## config.mk

```make
export PLATFORM = sky130hd
export DESIGN_NAME = track_position_to_led_pixels_core
export DESIGN_NICKNAME = d
export VERILOG_FILES = /design/src/hw/rtl/tpl_pkg.sv /design/src/hw/rtl/tpl_div_pipe.sv /design/src/hw/rtl/track_position_to_led_pixels_core.sv
export SDC_FILE = /design/constraint.sdc
export NUM_CORES = 2
export LEC_CHECK = 0
export BUFFER_PORTS_ARGS = -buffer_cell sky130_fd_sc_hd__buf_2
export CELL_PAD_IN_SITES_DETAIL_PLACEMENT = 0
export CELL_PAD_IN_SITES_GLOBAL_PLACEMENT = 1
export CORE_MARGIN = 3
export CORE_UTILIZATION = 50
export DETAILED_ROUTE_END_ITERATION = 10
export GPL_TIMING_DRIVEN = 1
export PLACE_DENSITY = 0.9
export SLEW_MARGIN = 10
export SYNTH_ARGS = -nofsm -noshare
export SYNTH_HDL_FRONTEND = slang
export SYNTH_SLANG_ARGS = --single-unit
export TNS_END_PERCENT = 20
```

## constraint.sdc

```tcl
create_clock -name clock -period 68 [get_ports clock]
set_input_delay 6.8 -clock clock [delete_from_list [all_inputs] [get_ports clock]]
set_output_delay 6.8 -clock clock [all_outputs]
set_load 0.1 [all_outputs]
```

## src/hw/rtl/tpl_pkg.sv

```systemverilog
// Shared types, constants and helpers for the track position to LED pixel core.
package tpl_pkg;

   localparam int BRIGHT_DIV = 4;
   localparam int CHAN_W     = 8;
   localparam int PIX_W      = 10;
   localparam int FRAC_W     = 4;
   localparam int POS_W      = 16;
   localparam int TLEN_W     = 16;
   localparam int LCNT_W     = 11;
   localparam int CSR_IDX_W  = 2;
   localparam int CSR_DATA_W = 16;
   localparam int REQ_DATA_W = 16;
   localparam int RSP_DATA_W = 40;
   localparam int NUM_ROWS   = 4;
   localparam int ROW_W      = 2;
   localparam logic [FRAC_W-1:0] FRAC_MAX = 4'd15;

   typedef enum logic [CSR_IDX_W-1:0] {
      CSR_LIGHT_COUNT  = 2'd0,
      CSR_TRACK_LENGTH = 2'd1
   } csr_index_type;

   typedef struct packed {
      logic [CHAN_W-1:0] red;
      logic [CHAN_W-1:0] green;
      logic [CHAN_W-1:0] blue;
   } colour_type;

   // payload that rides along the divider stages
   typedef struct packed {
      logic [ROW_W-1:0] row;
      logic             frame_end;
   } side_type;

   typedef struct packed {
      logic [PIX_W-1:0] pixel_index;
      colour_type       colour;
   } pixel_type;

   localparam colour_type COLOUR_TABLE [NUM_ROWS] = '{
      '{red: 8'(0 / BRIGHT_DIV),   green: 8'(0 / BRIGHT_DIV),   blue: 8'(255 / BRIGHT_DIV)},
      '{red: 8'(127 / BRIGHT_DIV), green: 8'(0 / BRIGHT_DIV),   blue: 8'(63 / BRIGHT_DIV)},
      '{red: 8'(255 / BRIGHT_DIV), green: 8'(0 / BRIGHT_DIV),   blue: 8'(0 / BRIGHT_DIV)},
      '{red: 8'(255 / BRIGHT_DIV), green: 8'(255 / BRIGHT_DIV), blue: 8'(0 / BRIGHT_DIV)}
   };

   // (c * k) / 16, truncated
   function automatic logic [CHAN_W-1:0] scale_chan(input logic [CHAN_W-1:0] c,
                                                    input logic [FRAC_W-1:0] k);
      logic [CHAN_W+FRAC_W-1:0] prod;
      prod = CHAN_W'(c) * (CHAN_W+FRAC_W)'(k);
      return prod[CHAN_W+FRAC_W-1:FRAC_W];
   endfunction

   function automatic colour_type scale_colour(input colour_type c,
                                               input logic [FRAC_W-1:0] k);
      colour_type s;
      s.red   = scale_chan(c.red, k);
      s.green = scale_chan(c.green, k);
      s.blue  = scale_chan(c.blue, k);
      return s;
   endfunction

endpackage

```

## src/hw/rtl/tpl_div_pipe.sv

```systemverilog
// Pipelined restoring divider, one quotient bit per register stage.
module tpl_div_pipe #(
   parameter int STEPS = 16,
   parameter int RW    = 16,
   parameter int SW    = 3
) (
   input  logic             clock,
   input  logic             reset,
   input  logic             en,
   input  logic             in_valid,
   input  logic [RW-1:0]    in_rem,     // starting partial remainder, below divisor
   input  logic [STEPS-1:0] in_bits,    // dividend bits still to bring down
   input  logic [RW-1:0]    divisor,
   input  logic [SW-1:0]    in_side,
   output logic             out_valid,
   output logic [STEPS-1:0] out_quot,
   output logic [RW-1:0]    out_rem,
   output logic [SW-1:0]    out_side
);

   logic             vld_src  [STEPS+1];
   logic [RW-1:0]    rem_src  [STEPS+1];
   logic [STEPS-1:0] bits_src [STEPS+1];
   logic [SW-1:0]    side_src [STEPS+1];

   assign vld_src[0]  = in_valid;
   assign rem_src[0]  = in_rem;
   assign bits_src[0] = in_bits;
   assign side_src[0] = in_side;

   for (genvar k = 0; k < STEPS; k++) begin : g_step
      logic [RW:0]      trial;
      logic             ge;
      logic [RW-1:0]    rem_in;
      logic [STEPS-1:0] bits_in;
      logic             vld_ff;
      logic [RW-1:0]    rem_ff;
      logic [STEPS-1:0] bits_ff;
      logic [SW-1:0]    side_ff;

      assign trial   = {rem_src[k], bits_src[k][STEPS-1]};
      assign ge      = trial >= {1'b0, divisor};
      assign rem_in  = ge ? RW'(trial - {1'b0, divisor}) : trial[RW-1:0];
      // quotient bits shift in from the bottom as dividend bits leave the top
      assign bits_in = {bits_src[k][STEPS-2:0], ge};

      always_ff @(posedge clock) begin
         if (reset) begin
            vld_ff <= 1'b0;
         end else if (en) begin
            vld_ff <= vld_src[k];
         end
      end

      always_ff @(posedge clock) begin
         if (en) begin
            rem_ff  <= rem_in;
            bits_ff <= bits_in;
            side_ff <= side_src[k];
         end
      end

      assign vld_src[k+1]  = vld_ff;
      assign rem_src[k+1]  = rem_ff;
      assign bits_src[k+1] = bits_ff;
      assign side_src[k+1] = side_ff;
   end

   assign out_valid = vld_src[STEPS];
   assign out_quot  = bits_src[STEPS];
   assign out_rem   = rem_src[STEPS];
   assign out_side  = side_src[STEPS];

endmodule

```

## src/hw/rtl/track_position_to_led_pixels_core.sv

```systemverilog
// Runner position to LED pixel writes: top level with stream ports and register port.
// Each accepted position request yields two pixel writes, the next light first and then
// the light itself; the output port moves one write per cycle when the result side does
// not stall, and a new request is taken only while the output register is empty or as
// the second write of the last one leaves. The rate is set by those two writes sharing
// the one result port. On the way to its first write, a request passes an input
// register, a 16-stage position-modulo-track-length divider, one multiply stage, a
// second divider with one stage per bit of the scaled position, and the output register.
// The whole pipeline holds when the output stalls. Register writes are taken at any time
// outside reset but only while the pipeline is empty do they give defined results.
module track_position_to_led_pixels_core #(
   parameter int MAX_LIGHTS    = 1024,
   parameter int PARTNER_SLOTS = 4
) (
   input  logic                              clock,
   input  logic                              reset,
   input  logic                              req_tvalid,
   output logic                              req_tready,
   input  logic [tpl_pkg::REQ_DATA_W-1:0]    req_tdata,   // [15:0] position
   input  logic [tpl_pkg::ROW_W-1:0]         req_tuser,   // [1:0] partner_slot
   input  logic                              req_tlast,   // frame_end
   output logic                              rsp_tvalid,
   input  logic                              rsp_tready,
   // [9:0] pixel_index, [17:10] red, [25:18] green, [33:26] blue, [39:34] zero
   output logic [tpl_pkg::RSP_DATA_W-1:0]    rsp_tdata,
   output logic                              rsp_tuser,   // show_frame
   output logic                              rsp_tlast,   // last_of_item
   input  logic                              csr_valid,
   output logic                              csr_ready,
   input  logic [tpl_pkg::CSR_IDX_W-1:0]     csr_index,
   input  logic [tpl_pkg::CSR_DATA_W-1:0]    csr_data
);

   localparam int LW  = $clog2(MAX_LIGHTS + 1);
   localparam int CW  = (LW > tpl_pkg::LCNT_W) ? LW : tpl_pkg::LCNT_W;
   localparam int IW  = $clog2(MAX_LIGHTS);
   localparam int QW  = IW + tpl_pkg::FRAC_W;
   localparam int NW  = tpl_pkg::TLEN_W + LW + tpl_pkg::FRAC_W;
   localparam int SW  = $bits(tpl_pkg::side_type);

   // configuration registers
   logic [tpl_pkg::LCNT_W-1:0] light_count_ff;
   logic [tpl_pkg::TLEN_W-1:0] track_length_ff;
   logic [CW-1:0]              lcnt_ext;
   logic [LW-1:0]              lights;
   logic [tpl_pkg::TLEN_W-1:0] tlen;

   assign csr_ready = !reset;

   always_ff @(posedge clock) begin
      if (reset) begin
         light_count_ff  <= tpl_pkg::LCNT_W'(100);
         track_length_ff <= tpl_pkg::TLEN_W'(4000);
      end else if (csr_valid) begin
         unique case (tpl_pkg::csr_index_type'(csr_index))
            tpl_pkg::CSR_LIGHT_COUNT:  light_count_ff  <= csr_data[tpl_pkg::LCNT_W-1:0];
            tpl_pkg::CSR_TRACK_LENGTH: track_length_ff <= csr_data;
            default: ;
         endcase
      end
   end

   assign lcnt_ext = CW'(light_count_ff);

   always_comb begin
      if (light_count_ff == '0) begin
         lights = LW'(1);
      end else if (lcnt_ext > CW'(MAX_LIGHTS)) begin
         lights = LW'(MAX_LIGHTS);
      end else begin
         lights = LW'(lcnt_ext);
      end
   end

   assign tlen = (track_length_ff == '0) ? tpl_pkg::TLEN_W'(1) : track_length_ff;

   // pipeline advance: output register empty or its second write leaving
   logic e_vld_ff;
   logic e_phase_ff;
   logic pipe_en;

   assign pipe_en    = !e_vld_ff || (e_phase_ff && rsp_tready);
   assign req_tready = pipe_en && !reset;

   // input register
   logic                        s0_vld_ff;
   logic [tpl_pkg::POS_W-1:0]   s0_pos_ff;
   tpl_pkg::side_type           s0_side_ff;
   tpl_pkg::side_type           s0_side_in;
   logic [tpl_pkg::ROW_W-1:0]   slot_row [tpl_pkg::NUM_ROWS];

   // colour row per slot, wrapped to the slot count
   for (genvar s = 0; s < tpl_pkg::NUM_ROWS; s++) begin : g_slot_row
      assign slot_row[s] = tpl_pkg::ROW_W'(s % PARTNER_SLOTS);
   end

   assign s0_side_in.row       = slot_row[req_tuser];
   assign s0_side_in.frame_end = req_tlast;

   always_ff @(posedge clock) begin
      if (reset) begin
         s0_vld_ff <= 1'b0;
      end else if (pipe_en) begin
         s0_vld_ff <= req_tvalid;
      end
   end

   always_ff @(posedge clock) begin
      if (pipe_en) begin
         s0_pos_ff  <= req_tdata[tpl_pkg::POS_W-1:0];
         s0_side_ff <= s0_side_in;
      end
   end

   // position mod track length
   logic                        da_vld;
   logic [tpl_pkg::POS_W-1:0]   da_quot;
   logic [tpl_pkg::TLEN_W-1:0]  da_rem;
   logic [SW-1:0]               da_side;

   tpl_div_pipe #(
      .STEPS (tpl_pkg::POS_W),
      .RW    (tpl_pkg::TLEN_W),
      .SW    (SW)
   ) u_div_mod (
      .clock     (clock),
      .reset     (reset),
      .en        (pipe_en),
      .in_valid  (s0_vld_ff),
      .in_rem    ('0),
      .in_bits   (s0_pos_ff),
      .divisor   (tlen),
      .in_side   (s0_side_ff),
      .out_valid (da_vld),
      .out_quot  (da_quot),
      .out_rem   (da_rem),
      .out_side  (da_side)
   );

   // remainder times lights times 16
   logic          m_vld_ff;
   logic [NW-1:0] m_num_ff;
   logic [NW-1:0] m_num_in;
   logic [SW-1:0] m_side_ff;

   assign m_num_in = NW'({NW'(da_rem) * NW'(lights), 4'b0000});

   always_ff @(posedge clock) begin
      if (reset) begin
         m_vld_ff <= 1'b0;
      end else if (pipe_en) begin
         m_vld_ff <= da_vld;
      end
   end

   always_ff @(posedge clock) begin
      if (pipe_en) begin
         m_num_ff  <= m_num_in;
         m_side_ff <= da_side;
      end
   end

   // scaled position: the quotient fits in QW bits, so the top part starts below tlen
   logic                        db_vld;
   logic [QW-1:0]               db_quot;
   logic [tpl_pkg::TLEN_W-1:0]  db_rem;
   tpl_pkg::side_type           db_side;

   tpl_div_pipe #(
      .STEPS (QW),
      .RW    (tpl_pkg::TLEN_W),
      .SW    (SW)
   ) u_div_scale (
      .clock     (clock),
      .reset     (reset),
      .en        (pipe_en),
      .in_valid  (m_vld_ff),
      .in_rem    (tpl_pkg::TLEN_W'(m_num_ff >> QW)),
      .in_bits   (m_num_ff[QW-1:0]),
      .divisor   (tlen),
      .in_side   (m_side_ff),
      .out_valid (db_vld),
      .out_quot  (db_quot),
      .out_rem   (db_rem),
      .out_side  (db_side)
   );

   // light index, wrap to the next light, colour scaling
   logic [IW-1:0]              idx;
   logic [tpl_pkg::FRAC_W-1:0] frac;
   logic [LW-1:0]              idx_inc;
   logic [IW-1:0]              nxt;
   tpl_pkg::colour_type        base;
   tpl_pkg::pixel_type         p_next_in;
   tpl_pkg::pixel_type         p_self_in;

   assign idx     = db_quot[QW-1:tpl_pkg::FRAC_W];
   assign frac    = db_quot[tpl_pkg::FRAC_W-1:0];
   assign idx_inc = LW'(idx) + LW'(1);
   assign nxt     = (idx_inc == lights) ? '0 : IW'(idx_inc);
   assign base    = tpl_pkg::COLOUR_TABLE[db_side.row];

   assign p_next_in.pixel_index = tpl_pkg::PIX_W'(nxt);
   assign p_next_in.colour      = tpl_pkg::scale_colour(base, frac);
   assign p_self_in.pixel_index = tpl_pkg::PIX_W'(idx);
   assign p_self_in.colour      = tpl_pkg::scale_colour(base, tpl_pkg::FRAC_MAX - frac);

   // output register holding both writes of one request
   tpl_pkg::pixel_type e_next_ff;
   tpl_pkg::pixel_type e_self_ff;
   logic               e_fend_ff;
   tpl_pkg::pixel_type out_pix;

   always_ff @(posedge clock) begin
      if (reset) begin
         e_vld_ff   <= 1'b0;
         e_phase_ff <= 1'b0;
      end else if (pipe_en) begin
         e_vld_ff   <= db_vld;
         e_phase_ff <= 1'b0;
      end else if (rsp_tready) begin
         e_phase_ff <= 1'b1;
      end
   end

   always_ff @(posedge clock) begin
      if (pipe_en) begin
         e_next_ff <= p_next_in;
         e_self_ff <= p_self_in;
         e_fend_ff <= db_side.frame_end;
      end
   end

   assign out_pix    = e_phase_ff ? e_self_ff : e_next_ff;
   assign rsp_tvalid = e_vld_ff;
   assign rsp_tlast  = e_phase_ff;
   assign rsp_tuser  = e_phase_ff & e_fend_ff;
   assign rsp_tdata  = tpl_pkg::RSP_DATA_W'({out_pix.colour.blue, out_pix.colour.green,
                                             out_pix.colour.red, out_pix.pixel_index});

   // checks
   a_second_follows: assert property (@(posedge clock) disable iff (reset)
      rsp_tvalid && rsp_tready && !rsp_tlast |=> rsp_tvalid && rsp_tlast)
      else $error("second pixel write did not follow the first");

   a_show_on_last: assert property (@(posedge clock) disable iff (reset)
      rsp_tvalid && rsp_tuser |-> rsp_tlast)
      else $error("show_frame on first pixel write");

   a_index_range: assert property (@(posedge clock) disable iff (reset)
      db_vld |-> LW'(idx) < lights && LW'(nxt) < lights)
      else $error("light index out of range");

   a_stall_holds: assert property (@(posedge clock) disable iff (reset)
      db_vld && !pipe_en |=> db_vld && $stable(db_quot))
      else $error("pipeline tail changed during stall");

   a_div_rem: assert property (@(posedge clock) disable iff (reset)
      da_vld |-> da_rem < tlen)
      else $error("modulo stage remainder not below track length");

endmodule
```

==> out/metrics.yaml <==
synth:
  synth_cell_type_count: 82
  post_synth.cell_area_avg_um2: 10.50
  synth-compound-area-share: 0.1331
  syn_inst: 6167
  muxShareOfSynthArea: 0.01517
  synth-simple-area-share: 0.1420
  yosysSeqAreaShare: 0.4525
  synth_edf_count: 935
  ys_ff_latch: 996
  synth_warnings: 0
  synthXorXnorAreaFrac: 0.05208
  synth-main-ff-cell: "edfxtp_1"
  synth_top_family_by_area: "adder cells"
  synth_area_mm2: 0.06474
  synthAdderAreaFrac: 0.1725
  synthArstFlopShare: 0
placement:
  place.gp.congestion: 0.8630
  portBuffers: 77
  place_ws_ns: 53.16
  dpl.hpwl_mm: 100.8
routing:
  drc: 0
  antenna_left: 0
  routed_wl_mm: 147.8
  num_vias: 46180
  firstDrtPassIters: 5
  routedWlPerCell_um: 18.28
  first_iter_violations: 3489
  viasPerCell: 5.711
power:
  swShare: 0.4118
  clkPwrFrac: 0.176
  p_leak_uw: 0.02949
  power_frac_comb: 0.506
  pwr-share-seq: 0.318
  power.internal_uw: 2001
  p_sw_uw: 1401
  peakVddDrop_uv: 46.40
  p_per_area_mw_per_mm2: 48.04
clocking:
  cts-root-buf: "clkbuf_16"
  cts_resized: 0
  cts_tree: "built"
  clock_path_buffers: 3
  cts_sinks: 996
  cts_inserted_buffers: 108
  clk_latency_ns: 0.73
  post-cts-setup-buffer-count: 0
  hold_buffers: 0
  h-tree-depth: 3
  path_clk_slew_ns: 0.06
cells_and_area:
  syn_to_final_growth_pct: 9.388
  multi_input_area_mm2: 0.03340
  regArea_mm2: 0.02930
  utilization: 0.5533
  antenna_cells: 0
  fillerInstances: 10850
  final_net_count: 7086
  drive_gt1_frac: 0.06954
worst_hold_path:
  worstHoldPathCells: 0
  hp-class: "flip-flop to flip-flop"
grt:
  grt_max_degree: 192
  track_usage: 0.2173
  antenna_found_initial: 1
  grt_overflow: 0
  grt_pass1_wl_mm: 236.1
  grt_pass1_vias: 44440
critical_path:
  crit_required_ns: 61.20
  critical_path_class: "primary input to primary output"
  cp_common_cell: "buf_2"
  r2r_slack_ns: 61.16
  crit_chain: "buf_2, buf_4, inv_1, buf_2"
  cp_max_fo: 53
  reg2reg_depth: 19
  cp-start-kind: "primary input"
  worstPathArrival_ns: 8.06
  max_stage_delay_ns: 0.51
  crit_path_end_kind: "primary output"
  cp_slowest_cell: "buf_2"
status:
  status: "finished clean"
timing:
  worst_pin_slew_ns: 1.200
  hold_ws_ns: 0.4009
  finalCriticalPeriod_ns: 14.86
  period_share: 0.2185
  skew_ns: 0.03577
  relSlewSlack: 0.1990
  maxSlewViolCount: 0
  finalSetupTns_ns: 0
  setup_ws_ns: 53.14
  rsz0062_at_grt: "false"
  fmax_mhz: 67.30
  final-hold-violation-count: 0
  finalSetupViolCount: 0
die:
  die-area_mm2: 0.1338
  ios: 87
  start_util: 0.5058
  die_w_um: 365.8
  chipHeight_um: 365.8
  core_mm2: 0.1280
  rows: 131
flow_run:
  maxCapViolCount: 0
synthesized netlist by cell type (47+ instances only):
master / instances / area, um^2
nand2_1: 790 / 2965
nand2b_1: 58 / 362.9
inv_1: 390 / 1464
nand4_1: 66 / 412.9
nor2b_1: 89 / 556.8
ha_1: 598 / 7482
xor2_1: 192 / 1682
and2_1: 102 / 638.1
o211ai_1: 47 / 352.8
o21ai_0: 535 / 2678
dfxtp_1: 61 / 1221
mux2_2: 75 / 844.6
fa_1: 184 / 3684
nand3_1: 95 / 475.5
xnor2_1: 193 / 1690
nor2_1: 427 / 1603
a21o_1: 80 / 600.6
clkbuf_1: 132 / 495.5
o21a_1: 58 / 435.4
a21oi_1: 320 / 1602
edfxtp_1: 935 / 28080
nor3_1: 139 / 695.7
metrics by stage:
stage	std cells	cell area, um^2	power, uW
floorplan	6175	64770	2370
global placement	7881	67160	2739
detailed placement	7881	67160	2777
CTS	8085	70820	3408
global route	8085	70820	3674
finish	8085	70820	3403
path summary, 6_finish.rpt:
| kind | startpoint | end |
|---|---|---|
| worst max-delay path | reset | csr_ready |
| worst min register to register | u_div_mod.g_step[10].side_ff[0]$_DFFE_PP_ | u_div_mod.g_step[11].side_ff[0]$_DFFE_PP_ |
| worst max register to register | lcnt_ext[10]$_SDFFE_PP0P_ | m_num_ff[25]$_DFFE_PP_ |
| worst min-delay path | u_div_mod.g_step[10].side_ff[0]$_DFFE_PP_ | u_div_mod.g_step[11].side_ff[0]$_DFFE_PP_ |
state kept, by name, summed over array words and instances, names as in the netlist, 11 cells and up:
| register | count |
|---|---|
| lcnt_ext | 11 |
| track_length_ff | 16 |
| u_div_mod.g_step.side_ff | 45 |
| s0_pos_ff | 16 |
| m_num_ff | 26 |
| u_div_mod.g_step.bits_ff | 120 |
| u_div_mod.g_step.rem_ff | 240 |
| u_div_scale.out_quot | 14 |
| e_next_ff | 31 |
| u_div_scale.g_step.vld_ff | 13 |
| u_div_scale.g_step.side_ff | 39 |
| u_div_mod.g_step.vld_ff | 15 |
| u_div_mod.out_rem | 16 |
| u_div_scale.g_step.bits_ff | 136 |
| u_div_scale.g_step.rem_ff | 208 |
| e_self_ff | 31 |
layer usage:
layer	vias to the layer above	GRT usage	wire (um)
li1	22560	-	-
met1	22180	0.2976	66330
met2	1171	0.3584	69280
met3	259	0.03068	7664
met4	0	0.06688	4535
met5	-	0	0
critical path: cells and delay by family:
family	cells	cell delay [ns]
buffers and inverters	4	1.23
power groups by stage:
| stage | Clock [uW] | Combinational, uW | Sequential, uW |
|---|---|---|---|
| 2_1_floorplan | 0 | 1350 | 1020 |
| 3_3_place_gp | 0 | 1660 | 1080 |
| 3_5_place_dp | 0 | 1690 | 1090 |
| 4_1_cts | 615 | 1710 | 1080 |
| 5_1_grt | 640 | 1940 | 1100 |
| 6_report | 600 | 1720 | 1080 |
layout make-up:
| cell class | count | area share |
|---|---|---|
| multi-input combinational | 4631 | 0.4716 |
| clock inverter | 86 | 0.01295 |
| inverter | 390 | 0.02078 |
| timing repair buffer | 135 | 0.01177 |
| sequential | 996 | 0.4137 |
| clock buffer | 118 | 0.03869 |
| tap | 1729 | 0.03055 |
cells in the final DEF, fill, tap and decap left out, types with 24 or more instances in the layout:
| master | synthesis | routed |
|---|---|---|
| clkbuf_16 | 0 | 108 |
| and3_1 | 31 | 31 |
| and2_1 | 102 | 102 |
| buf_2 | 12 | 77 |
| o21a_1 | 58 | 58 |
| dfxtp_1 | 61 | 60 |
| nor3_1 | 139 | 138 |
| o21ai_0 | 535 | 528 |
| nand2_1 | 790 | 790 |
| xor2_1 | 192 | 192 |
| a21boi_0 | 33 | 33 |
| nand4_1 | 66 | 66 |
| fa_1 | 184 | 184 |
| inv_1 | 390 | 373 |
| a211oi_1 | 45 | 45 |
| edfxtp_1 | 935 | 935 |
| or3_1 | 34 | 34 |
| a21o_1 | 80 | 80 |
| mux2_2 | 75 | 75 |
| clkinv_1 | 0 | 29 |
| a31oi_1 | 40 | 40 |
| o41ai_1 | 24 | 24 |
| o211ai_1 | 47 | 47 |
| nand3_1 | 95 | 95 |
| xnor2_1 | 193 | 193 |
| nand2b_1 | 58 | 58 |
| buf_4 | 9 | 57 |
| nor2b_1 | 89 | 89 |
| ha_1 | 598 | 598 |
| nor2_1 | 427 | 427 |
| a21oi_1 | 320 | 320 |
cell families after synthesis:
| logic type | count (synthesis) |
|---|---|
| simple gates | 1964 |
| compound gates | 1403 |
| flops | 996 |
| fa+ha+maj | 782 |
| buf+inv | 548 |
| xor+xnor | 385 |
| mux | 88 |
| other cells | 1 |
Note: power is estimated with default switching activity, not from simulation.
